`config.mk`:
```
export PLATFORM = sky130hd
export DESIGN_NAME = heating_gain_scheduler
export DESIGN_NICKNAME = d
export VERILOG_FILES = /design/src/rtl/hgs_pkg.sv /design/src/rtl/heating_gain_scheduler.sv /design/src/rtl/hgs_datapath.sv /design/src/rtl/hgs_ctrl.sv
export SDC_FILE = /design/constraint.sdc
export NUM_CORES = 2
export LEC_CHECK = 0
export ABC_AREA = 1
export BUFFER_PORTS_ARGS = -buffer_cell sky130_fd_sc_hd__buf_2
export CAP_MARGIN = 5
export CELL_PAD_IN_SITES_DETAIL_PLACEMENT = 0
export CELL_PAD_IN_SITES_GLOBAL_PLACEMENT = 1
export CORE_MARGIN = 2
export CORE_UTILIZATION = 50
export DETAILED_ROUTE_END_ITERATION = 12
export HOLD_SLACK_MARGIN = 0.06
export PLACE_DENSITY_LB_ADDON = 0.1
export SETUP_SLACK_MARGIN = 0.02
export SYNTH_ARGS = -nofsm -noshare
export SYNTH_HDL_FRONTEND = slang
export SYNTH_SLANG_ARGS = --single-unit
```
`constraint.sdc`:
```
create_clock -name clk -period 10.55 [get_ports clk]
set_clock_uncertainty 0.1 [all_clocks]
set_input_delay 2.6375 -clock clk [delete_from_list [all_inputs] [get_ports clk]]
set_output_delay 2.6375 -clock clk [all_outputs]
set_load 0.02 [all_outputs]
```
`src/rtl/hgs_pkg.sv`:
```
`timescale 1ns / 1ps
package hgs_pkg;

	// default parameter values
	localparam int GAIN_WIDTH_DEF     = 24;
	localparam int TEMP_FRAC_BITS_DEF = 4;

	// field widths
	localparam int AVG_W   = 13;
	localparam int SPREAD_W = 12;
	localparam int TARGET_W = 9;
	localparam int STAGE_W  = 3;
	localparam int GAINF_W  = 24;
	localparam int IN_W     = 40;
	localparam int OUT_W    = 72;

	// configuration port
	localparam int CFG_IDX_W  = 3;
	localparam int CFG_DATA_W = 24;
	localparam logic [CFG_IDX_W-1:0] REG_BASE_KP    = 3'd0;
	localparam logic [CFG_IDX_W-1:0] REG_BASE_KI    = 3'd1;
	localparam logic [CFG_IDX_W-1:0] REG_BASE_KD    = 3'd2;
	localparam logic [CFG_IDX_W-1:0] REG_STAGE_TUNE = 3'd3;
	localparam logic [CFG_IDX_W-1:0] REG_LEARN      = 3'd4;

	localparam logic [CFG_DATA_W-1:0] BASE_KP_RST = 24'd131072;
	localparam logic [CFG_DATA_W-1:0] BASE_KI_RST = 24'd3277;
	localparam logic [CFG_DATA_W-1:0] BASE_KD_RST = 24'd78643;

	// q1.16 scale factors
	localparam int FACT_W = 17;
	localparam logic [FACT_W-1:0] ONE_Q16   = 17'd65536;
	localparam logic [FACT_W-1:0] TWO_Q16_M = 17'd131071;
	localparam logic [FACT_W-1:0] FLOOR_Q16 = 17'd19661;
	localparam logic [FACT_W-1:0] BOOST_Q16 = 17'd72090;
	localparam logic [FACT_W-1:0] ROUND_Q16 = 17'd32768;

	// division by five through a reciprocal: floor(x * RECIP_M >> RECIP_SH) for x < 2^25
	localparam int RECIP_X_W = 25;
	localparam int RECIP_M_W = 26;
	localparam int RECIP_SH  = 28;
	localparam logic [RECIP_M_W-1:0] RECIP_M = 26'd53687092;
	// span of 40 C is 5 * 2^3 C, so d * 2^16 / span = (d << (13 - frac)) / 5
	localparam int SPAN_SHIFT_BASE = 13;

	// profile stages
	localparam logic [STAGE_W-1:0] STG_PREHEAT  = 3'd0;
	localparam logic [STAGE_W-1:0] STG_SOAK     = 3'd1;
	localparam logic [STAGE_W-1:0] STG_RAMP     = 3'd2;
	localparam logic [STAGE_W-1:0] STG_PEAK     = 3'd3;
	localparam logic [STAGE_W-1:0] STG_COOLDOWN = 3'd4;
	localparam logic [STAGE_W-1:0] STG_COUNT    = 3'd5;

	// shared multiplier operations
	typedef logic [2:0] op_t;
	localparam op_t OP_STAGE_KP = 3'd0;
	localparam op_t OP_STAGE_KI = 3'd1;
	localparam op_t OP_STAGE_KD = 3'd2;
	localparam op_t OP_DAMP_KP  = 3'd3;
	localparam op_t OP_DAMP_KD  = 3'd4;
	localparam op_t OP_BOOST_KI = 3'd5;

	typedef struct packed {
		logic [FACT_W-1:0] kd;
		logic [FACT_W-1:0] ki;
		logic [FACT_W-1:0] kp;
	} scale3_t;

	// controller to datapath
	typedef struct packed {
		logic load;
		logic mul_go;
		op_t  op;
		logic out_load;
	} hgs_cmd_t;

	// datapath to controller
	typedef struct packed {
		logic stage_ok;
		logic damp_on;
		logic boost_on;
	} hgs_sts_t;

	// per-stage gain scaling
	function automatic scale3_t stage_scale(input logic [STAGE_W-1:0] stg);
		scale3_t s;
		case (stg)
			STG_PREHEAT:  s = '{kp: 17'd78643, ki: 17'd32768, kd: 17'd52429};
			STG_SOAK:     s = '{kp: 17'd52429, ki: 17'd98304, kd: 17'd32768};
			STG_RAMP:     s = '{kp: 17'd65536, ki: 17'd65536, kd: 17'd85197};
			STG_PEAK:     s = '{kp: 17'd39322, ki: 17'd19661, kd: 17'd117965};
			STG_COOLDOWN: s = '{kp: 17'd6554, ki: 17'd0, kd: 17'd6554};
			default:      s = '{kp: ONE_Q16, ki: ONE_Q16, kd: ONE_Q16};
		endcase
		return s;
	endfunction

endpackage

```
`src/rtl/heating_gain_scheduler.sv`:
```
`timescale 1ns / 1ps
// m_tvalid rises after the controller steps the item through load, six gain
// products on the shared multiplier, drain and output; the input stays closed
// until the result is loaded, and output waits while the output register is unread
// a finished result waits in the output register while the next item runs
// reset: state machine idle, config registers to defaults, spread history 0
module heating_gain_scheduler
	import hgs_pkg::*;
#(
	parameter int GAIN_WIDTH     = GAIN_WIDTH_DEF,
	parameter int TEMP_FRAC_BITS = TEMP_FRAC_BITS_DEF
) (
	input  logic                  clk,
	input  logic                  arst_n,
	input  logic                  cfg_we,
	input  logic [CFG_IDX_W-1:0]  cfg_index,
	input  logic [CFG_DATA_W-1:0] cfg_data,
	input  logic                  s_tvalid,
	output logic                  s_tready,
	input  logic [IN_W-1:0]       s_tdata,  // avg_temp, spatial_delta, target_temp, stage
	output logic                  m_tvalid,
	input  logic                  m_tready,
	output logic [OUT_W-1:0]      m_tdata   // kp, ki, kd
);

	hgs_cmd_t cmd;
	hgs_sts_t sts;

	hgs_ctrl u_ctrl (
		.clk      (clk),
		.arst_n   (arst_n),
		.s_tvalid (s_tvalid),
		.s_tready (s_tready),
		.m_tvalid (m_tvalid),
		.m_tready (m_tready),
		.sts      (sts),
		.cmd      (cmd)
	);

	hgs_datapath #(
		.GAIN_WIDTH     (GAIN_WIDTH),
		.TEMP_FRAC_BITS (TEMP_FRAC_BITS)
	) u_datapath (
		.clk       (clk),
		.arst_n    (arst_n),
		.cfg_we    (cfg_we),
		.cfg_index (cfg_index),
		.cfg_data  (cfg_data),
		.s_tdata   (s_tdata),
		.cmd       (cmd),
		.sts       (sts),
		.m_tdata   (m_tdata)
	);

	// output register is only overwritten once its transaction is done
	assert property (@(posedge clk) disable iff (!arst_n)
		cmd.out_load |-> (!m_tvalid || m_tready))
		else $error("output overwritten before its transaction");

	// an accepted item keeps the input closed until its result is loaded
	assert property (@(posedge clk) disable iff (!arst_n)
		(s_tvalid && s_tready) |=> !s_tready)
		else $error("input reopened right after a transaction");

	assert property (@(posedge clk) disable iff (!arst_n)
		(s_tvalid && s_tready) |-> ##8 !s_tready)
		else $error("input reopened before the gain sequence finished");

	// the multiplier never runs while an item is being loaded
	assert property (@(posedge clk) disable iff (!arst_n)
		!(cmd.load && cmd.mul_go))
		else $error("load and multiply in the same cycle");

endmodule

```
`src/rtl/hgs_datapath.sv`:
```
`timescale 1ns / 1ps
module hgs_datapath
	import hgs_pkg::*;
#(
	parameter int GAIN_WIDTH     = GAIN_WIDTH_DEF,
	parameter int TEMP_FRAC_BITS = TEMP_FRAC_BITS_DEF
) (
	input  logic                  clk,
	input  logic                  arst_n,
	input  logic                  cfg_we,
	input  logic [CFG_IDX_W-1:0]  cfg_index,
	input  logic [CFG_DATA_W-1:0] cfg_data,
	input  logic [IN_W-1:0]       s_tdata,
	input  hgs_cmd_t              cmd,
	output hgs_sts_t              sts,
	output logic [OUT_W-1:0]      m_tdata
);

	localparam int GW  = GAIN_WIDTH;
	localparam int PW  = GW + FACT_W;
	localparam int QW  = RECIP_X_W + RECIP_M_W - RECIP_SH;
	localparam int DSH = SPAN_SHIFT_BASE - TEMP_FRAC_BITS;
	localparam int MAGW = (TARGET_W + TEMP_FRAC_BITS > AVG_W) ?
		TARGET_W + TEMP_FRAC_BITS : AVG_W;
	localparam int EW  = MAGW + 2;
	localparam logic [SPREAD_W:0] LO_THR  = (SPREAD_W + 1)'(20 << TEMP_FRAC_BITS);
	localparam logic [EW-1:0]     ERR_LO  = EW'(5 << TEMP_FRAC_BITS);
	localparam logic [EW-1:0]     ERR_HI  = EW'(20 << TEMP_FRAC_BITS);

	// configuration registers
	logic [GW-1:0] base_kp_q, base_ki_q, base_kd_q;
	logic          stage_tune_q, learn_q;
	logic [SPREAD_W-1:0] prev_spread_q;

	// item registers
	logic [GW-1:0]      kp_q, ki_q, kd_q;
	logic [STAGE_W-1:0] stage_q;
	logic               stage_ok_q, damp_on_q, boost_q;
	logic [RECIP_X_W+RECIP_M_W-1:0] q_prod_s1;
	logic [FACT_W-1:0]  factor_q;
	logic [PW-1:0]      prod_s1;
	op_t                op_s1;
	logic               we_s1;
	logic [OUT_W-1:0]   out_q;

	// input fields
	logic [AVG_W-1:0]    avg;
	logic [SPREAD_W-1:0] spread;
	logic [TARGET_W-1:0] target;
	logic [STAGE_W-1:0]  stage;
	assign avg    = s_tdata[AVG_W-1:0];
	assign spread = s_tdata[AVG_W +: SPREAD_W];
	assign target = s_tdata[AVG_W+SPREAD_W +: TARGET_W];
	assign stage  = s_tdata[AVG_W+SPREAD_W+TARGET_W +: STAGE_W];

	// spread excess and its scaled numerator for the damping quotient
	logic                 damp_on;
	logic [SPREAD_W-1:0]  d_excess;
	logic [RECIP_X_W-1:0] x_num;
	assign damp_on  = {1'b0, spread} > LO_THR;
	assign d_excess = SPREAD_W'({1'b0, spread} - LO_THR);
	assign x_num    = RECIP_X_W'(d_excess) << DSH;

	// integral boost rule, compared against the stored spread
	logic signed [EW-1:0] err, derr;
	logic [EW-1:0]        aerr, aderr;
	logic                 boost_on;
	always_comb begin
		err   = $signed(EW'(target) << TEMP_FRAC_BITS) - $signed(EW'(avg));
		derr  = err - $signed(EW'(prev_spread_q));
		aerr  = err[EW-1] ? EW'(-err) : EW'(err);
		aderr = derr[EW-1] ? EW'(-derr) : EW'(derr);
		boost_on = learn_q && (aderr > ERR_LO) && (aerr < ERR_HI);
	end

	// configuration writes
	always_ff @(posedge clk or negedge arst_n) begin
		if (!arst_n) begin
			base_kp_q    <= GW'(BASE_KP_RST);
			base_ki_q    <= GW'(BASE_KI_RST);
			base_kd_q    <= GW'(BASE_KD_RST);
			stage_tune_q <= 1'b0;
			learn_q      <= 1'b1;
		end else if (cfg_we) begin
			unique case (cfg_index)
				REG_BASE_KP:    base_kp_q    <= GW'(cfg_data);
				REG_BASE_KI:    base_ki_q    <= GW'(cfg_data);
				REG_BASE_KD:    base_kd_q    <= GW'(cfg_data);
				REG_STAGE_TUNE: stage_tune_q <= cfg_data[0];
				REG_LEARN:      learn_q      <= cfg_data[0];
				default: ;
			endcase
		end
	end

	// per-item flags and spread history
	always_ff @(posedge clk or negedge arst_n) begin
		if (!arst_n) begin
			prev_spread_q <= '0;
			stage_ok_q    <= 1'b0;
			damp_on_q     <= 1'b0;
			boost_q       <= 1'b0;
			we_s1         <= 1'b0;
		end else begin
			if (cmd.load) begin
				stage_ok_q <= stage_tune_q && (stage < STG_COUNT);
				damp_on_q  <= damp_on;
				boost_q    <= boost_on;
				if (learn_q)
					prev_spread_q <= spread;
			end
			we_s1 <= cmd.mul_go;
		end
	end

	assign sts = '{stage_ok: stage_ok_q, damp_on: damp_on_q, boost_on: boost_q};

	// damping factor from the registered quotient, floored at 0.3
	logic [QW-1:0]     quot;
	logic [FACT_W-1:0] factor_d;
	assign quot = q_prod_s1[RECIP_SH +: QW];
	always_comb begin
		if (quot >= QW'(ONE_Q16 - FLOOR_Q16))
			factor_d = FLOOR_Q16;
		else
			factor_d = ONE_Q16 - FACT_W'(quot);
	end

	// shared multiplier operand select
	scale3_t           stg_f;
	logic [GW-1:0]     opa;
	logic [FACT_W-1:0] opb;
	always_comb begin
		stg_f = stage_scale(stage_q);
		unique case (cmd.op)
			OP_STAGE_KP: begin opa = kp_q; opb = stg_f.kp; end
			OP_STAGE_KI: begin opa = ki_q; opb = stg_f.ki; end
			OP_STAGE_KD: begin opa = kd_q; opb = stg_f.kd; end
			OP_DAMP_KP:  begin opa = kp_q; opb = factor_q; end
			OP_DAMP_KD:  begin opa = kd_q; opb = TWO_Q16_M - factor_q + FACT_W'(1); end
			OP_BOOST_KI: begin opa = ki_q; opb = BOOST_Q16; end
			default:     begin opa = '0;   opb = '0; end
		endcase
	end

	// round half up and saturate
	logic [PW:0]     rnd;
	logic [GW+1:0]   shr;
	logic [GW-1:0]   sat;
	always_comb begin
		rnd = (PW + 1)'(prod_s1) + (PW + 1)'(ROUND_Q16);
		shr = rnd[PW:FACT_W-1];
		sat = (|shr[GW+1:GW]) ? '1 : shr[GW-1:0];
	end

	// gain registers, multiplier stage and writeback
	always_ff @(posedge clk) begin
		q_prod_s1 <= (cmd.load) ? x_num * RECIP_M : q_prod_s1;
		factor_q  <= factor_d;
		if (cmd.mul_go) begin
			prod_s1 <= opa * opb;
			op_s1   <= cmd.op;
		end
		if (cmd.load) begin
			kp_q    <= base_kp_q;
			ki_q    <= base_ki_q;
			kd_q    <= base_kd_q;
			stage_q <= stage;
		end else if (we_s1) begin
			unique case (op_s1)
				OP_STAGE_KP, OP_DAMP_KP:  kp_q <= sat;
				OP_STAGE_KI, OP_BOOST_KI: ki_q <= sat;
				OP_STAGE_KD, OP_DAMP_KD:  kd_q <= sat;
				default: ;
			endcase
		end
		if (cmd.out_load)
			out_q <= {GAINF_W'(kd_q), GAINF_W'(ki_q), GAINF_W'(kp_q)};
	end

	assign m_tdata = out_q;

endmodule

```
`src/rtl/hgs_ctrl.sv`:
```
`timescale 1ns / 1ps
module hgs_ctrl
	import hgs_pkg::*;
(
	input  logic     clk,
	input  logic     arst_n,
	input  logic     s_tvalid,
	output logic     s_tready,
	output logic     m_tvalid,
	input  logic     m_tready,
	input  hgs_sts_t sts,
	output hgs_cmd_t cmd
);

	localparam logic [3:0] ST_IDLE  = 4'd0;
	localparam logic [3:0] ST_SKP   = 4'd1;
	localparam logic [3:0] ST_SKI   = 4'd2;
	localparam logic [3:0] ST_SKD   = 4'd3;
	localparam logic [3:0] ST_DKP   = 4'd4;
	localparam logic [3:0] ST_DKD   = 4'd5;
	localparam logic [3:0] ST_BOOST = 4'd6;
	localparam logic [3:0] ST_DRAIN = 4'd7;
	localparam logic [3:0] ST_OUT   = 4'd8;

	logic [3:0] state_q, state_d;
	logic       out_valid_q;

	// command decode and next state
	always_comb begin
		state_d      = state_q;
		cmd.load     = 1'b0;
		cmd.mul_go   = 1'b0;
		cmd.op       = OP_STAGE_KP;
		cmd.out_load = 1'b0;
		unique case (state_q)
			ST_IDLE: begin
				cmd.load = s_tvalid;
				if (s_tvalid)
					state_d = ST_SKP;
			end
			ST_SKP: begin
				cmd.op     = OP_STAGE_KP;
				cmd.mul_go = sts.stage_ok;
				state_d    = ST_SKI;
			end
			ST_SKI: begin
				cmd.op     = OP_STAGE_KI;
				cmd.mul_go = sts.stage_ok;
				state_d    = ST_SKD;
			end
			ST_SKD: begin
				cmd.op     = OP_STAGE_KD;
				cmd.mul_go = sts.stage_ok;
				state_d    = ST_DKP;
			end
			ST_DKP: begin
				cmd.op     = OP_DAMP_KP;
				cmd.mul_go = sts.damp_on;
				state_d    = ST_DKD;
			end
			ST_DKD: begin
				cmd.op     = OP_DAMP_KD;
				cmd.mul_go = sts.damp_on;
				state_d    = ST_BOOST;
			end
			ST_BOOST: begin
				cmd.op     = OP_BOOST_KI;
				cmd.mul_go = sts.boost_on;
				state_d    = ST_DRAIN;
			end
			ST_DRAIN: state_d = ST_OUT;
			ST_OUT: begin
				// wait for the output register to free up
				if (!out_valid_q || m_tready) begin
					cmd.out_load = 1'b1;
					state_d      = ST_IDLE;
				end
			end
			default: state_d = ST_IDLE;
		endcase
	end

	always_ff @(posedge clk or negedge arst_n) begin
		if (!arst_n) begin
			state_q     <= ST_IDLE;
			out_valid_q <= 1'b0;
		end else begin
			state_q <= state_d;
			if (cmd.out_load)
				out_valid_q <= 1'b1;
			else if (m_tready)
				out_valid_q <= 1'b0;
		end
	end

	assign s_tready = (state_q == ST_IDLE);
	assign m_tvalid = out_valid_q;

endmodule

```
==> run metrics <==
outcome=complete, no violations; total wire length=88.2 mm; Port Buffer Count=142; Die Y=255 µm; CTS resizes=0; total clock sinks=307; number of max-cap violations=0; setup_tns=0 ns; Post-Syn Instances=3750; most frequent cells in the layout=nand2_1, inv_1, fa_1; cell taking the most area after synthesis=fa_1; synthesized area=31600 µm²; CP startpoint kind=flop; hold_buf cts=0; Die Area=65200 µm²; Routed WL per cell=18.7 µm; Yosys top cell area share=0.236; Netlist cell types=63; synthesis warning total=0; GRT overflow=0; Area after DPL=33200 µm²; area of the multi-input gates=19200 µm²; DR vias/cell=5.19; Worst path slowest cell=nand2_4; vias in the first global route=25.6k; final slew viol count=0; Antenna diodes=0; Syn-to-layout area delta=8.23%; H-tree depth=1; fillers=5949; core outline area=62700 µm²; post-detailed-route DRC marker count=0; final hold violation count=0; io pins=146; fin nets=4526; Least-Margin Pin Slew=1.09 ns; Die Width=255 µm; DRT Pass-1 Iters=5; final antenna-violating net count=0; Final Cell Area=34200 µm²; CP max FO=24; asr flop ratio synth=0.309; flop-to-flop setup slack=1.73 ns; DR vias=24.5k; Post-CTS Setup Inserts=0; ys flop type=edfxtp_1; CP peak stage delay=0.64 ns; gr usage total=0.277; DP HPWL=71.0 mm; root cell of the clock tree=clkbuf_16; layout cells sized above 1=0.0868; CP top delay family=adder cells; syn avg cell area=8.43 µm²; latest clock arrival within the worst-skew pair=0.58 ns; GP Congestion=0.960; Crit Path Class=reg2reg; CP arrival=9.02 ns; post-route minimum period=8.82 ns; CTS max path bufs=3; CP Capture Type=flop; CTS tree=yes; Reg clk slew, reported paths=0.06 ns; Post-synth EDFFs=195; number of CTS-inserted buffers=31; Final period util=0.836; f_max=0.113 GHz; row count=92; Buf+Inv Stages, Crit Path=9; initial core utilization=0.504; Storage cell area=8600 µm²; first-pass GRT wire length=142 mm; Slew HR=0.271; Yosys reg bits=307; sequential area share after synthesis=0.272; initial antenna violation count=3; Worst Hold Class=reg2reg; largest net degree at the start of global routing=73; cell mode on critical path=fa_1; CP required=10.75 ns; RSZ-0062 raised after global routing=false; synth top area cells=fa_1, edfxtp_1, nand2_1; most common cell after layout, fill and taps aside=nand2_1; syn nets=4419; Initial DRC Count=1600; final setup vio count=0
-- cell families (layout without fill, tap and decap cells) --
family | after synthesis | count (layout) | share of synthesized area
AND/OR/NAND/NOR | 1392 | 1392 | 0.178
buffers and inverters | 976 | 1108 | 0.120
adder cells (fa/ha/maj) | 597 | 597 | 0.325
AO/OA/AOI/OAI | 387 | 387 | 0.0802
flip-flops | 307 | 307 | 0.272
XOR/XNOR | 91 | 91 | 0.0252
-- layout make-up --
type                            instances  share of cell area
Sequential cell                       307               0.251
Tap cell                              846              0.0310
Inverter                              876              0.0964
Clock buffer                           46              0.0264
Multi-Input combinational cell       2467               0.563
Timing Repair Buffer                  174              0.0279
Clock inverter                         12             0.00410
-- stage by stage --
stage	setup slack (ns)	util	cells	hold WS, ns
finish	1.73	0.545	4728	0.346
global route	1.33	0.545	4728	0.354
CTS	1.73	0.545	4728	0.346
detailed placement	1.79	0.528	4670	0.333
global placement	1.85	0.528	4670	0.331
floorplan	2.58	-	3750	0.326
-- registers in the layout, indices dropped and copies added (netlist names), 3 cells and up --
| signal | count |
|---|---|
| u_datapath.base_kd_q | 24 |
| u_datapath.factor_q | 17 |
| u_datapath.op_s1 | 3 |
| u_datapath.prod_s1 | 26 |
| u_datapath.ki_q | 24 |
| u_ctrl.state_q | 4 |
| u_datapath.m_tdata | 72 |
| u_datapath.base_ki_q | 24 |
| u_datapath.base_kp_q | 24 |
| u_datapath.q_prod_s1 | 19 |
| u_datapath.stage_q | 3 |
| u_datapath.kd_q | 24 |
| u_datapath.prev_spread_q | 12 |
| u_datapath.kp_q | 24 |
-- cells in the mapped netlist, types with 5 or more instances --
master	instances
inv_2	30
o21bai_1	7
o31ai_1	9
nand2_1	927
a31oi_1	11
or2_2	5
o21ai_1	24
dfstp_2	18
nor4_1	8
xnor2_1	31
nand3_1	102
dfrtp_1	77
clkbuf_1	45
buf_4	6
buf_2	44
a21oi_1	120
nor2_1	262
xor2_1	60
inv_1	843
nor3_1	29
edfxtp_1	195
o21ai_0	158
nor2_2	8
a211oi_1	5
dfxtp_1	17
a221oi_4	16
fa_1	372
o21a_1	7
ha_1	225
a221oi_2	7
nand4_1	27
nor3_2	5
-- layer usage --
layer	vias up	wire, µm	GRT usage
met5	-	41	0
met1	12100	37500	0.365
met4	6	2300	0.0704
met3	134	4720	0.0329
met2	630	43600	0.485
li1	11700	-	-
-- worst register-to-register path, delay by kind of cell (launching register included) --
family / cells / cell delay (ns)
AOI/OAI and AO/OA: 5 / 0.84
xor gates and xnor gates: 1 / 0.18
adders and majority gates: 7 / 3.63
buffers and inverters: 9 / 1.29
DFF: 1 / 0.46
and+or+nand+nor: 8 / 2.04
-- final timing paths --
check / endpoint / cells past startpoint / from
min in group asynchronous: u_datapath.base_kp_q[14]$_DFFE_PN0P_ / 1 / arst_n
worst min register to register: u_datapath.m_tdata[41]$_DFFE_PP_ / 0 / u_datapath.ki_q[17]$_DFFE_PP_
max in group asynchronous: u_datapath.prev_spread_q[8]$_DFFE_PN0P_ / 2 / arst_n
worst max register to register: u_datapath.prod_s1[34]$_DFFE_PP_ / 30 / u_ctrl.state_q[1]$_DFFE_PN0P_
worst max-delay path: u_datapath.prod_s1[34]$_DFFE_PP_ / 30 / u_ctrl.state_q[1]$_DFFE_PN0P_
worst min-delay path: u_datapath.m_tdata[41]$_DFFE_PP_ / 0 / u_datapath.ki_q[17]$_DFFE_PP_
Power is left out: the tool's default activity adds up to more than one toggle a clock period on the data nets, which glitch-free logic cannot reach.
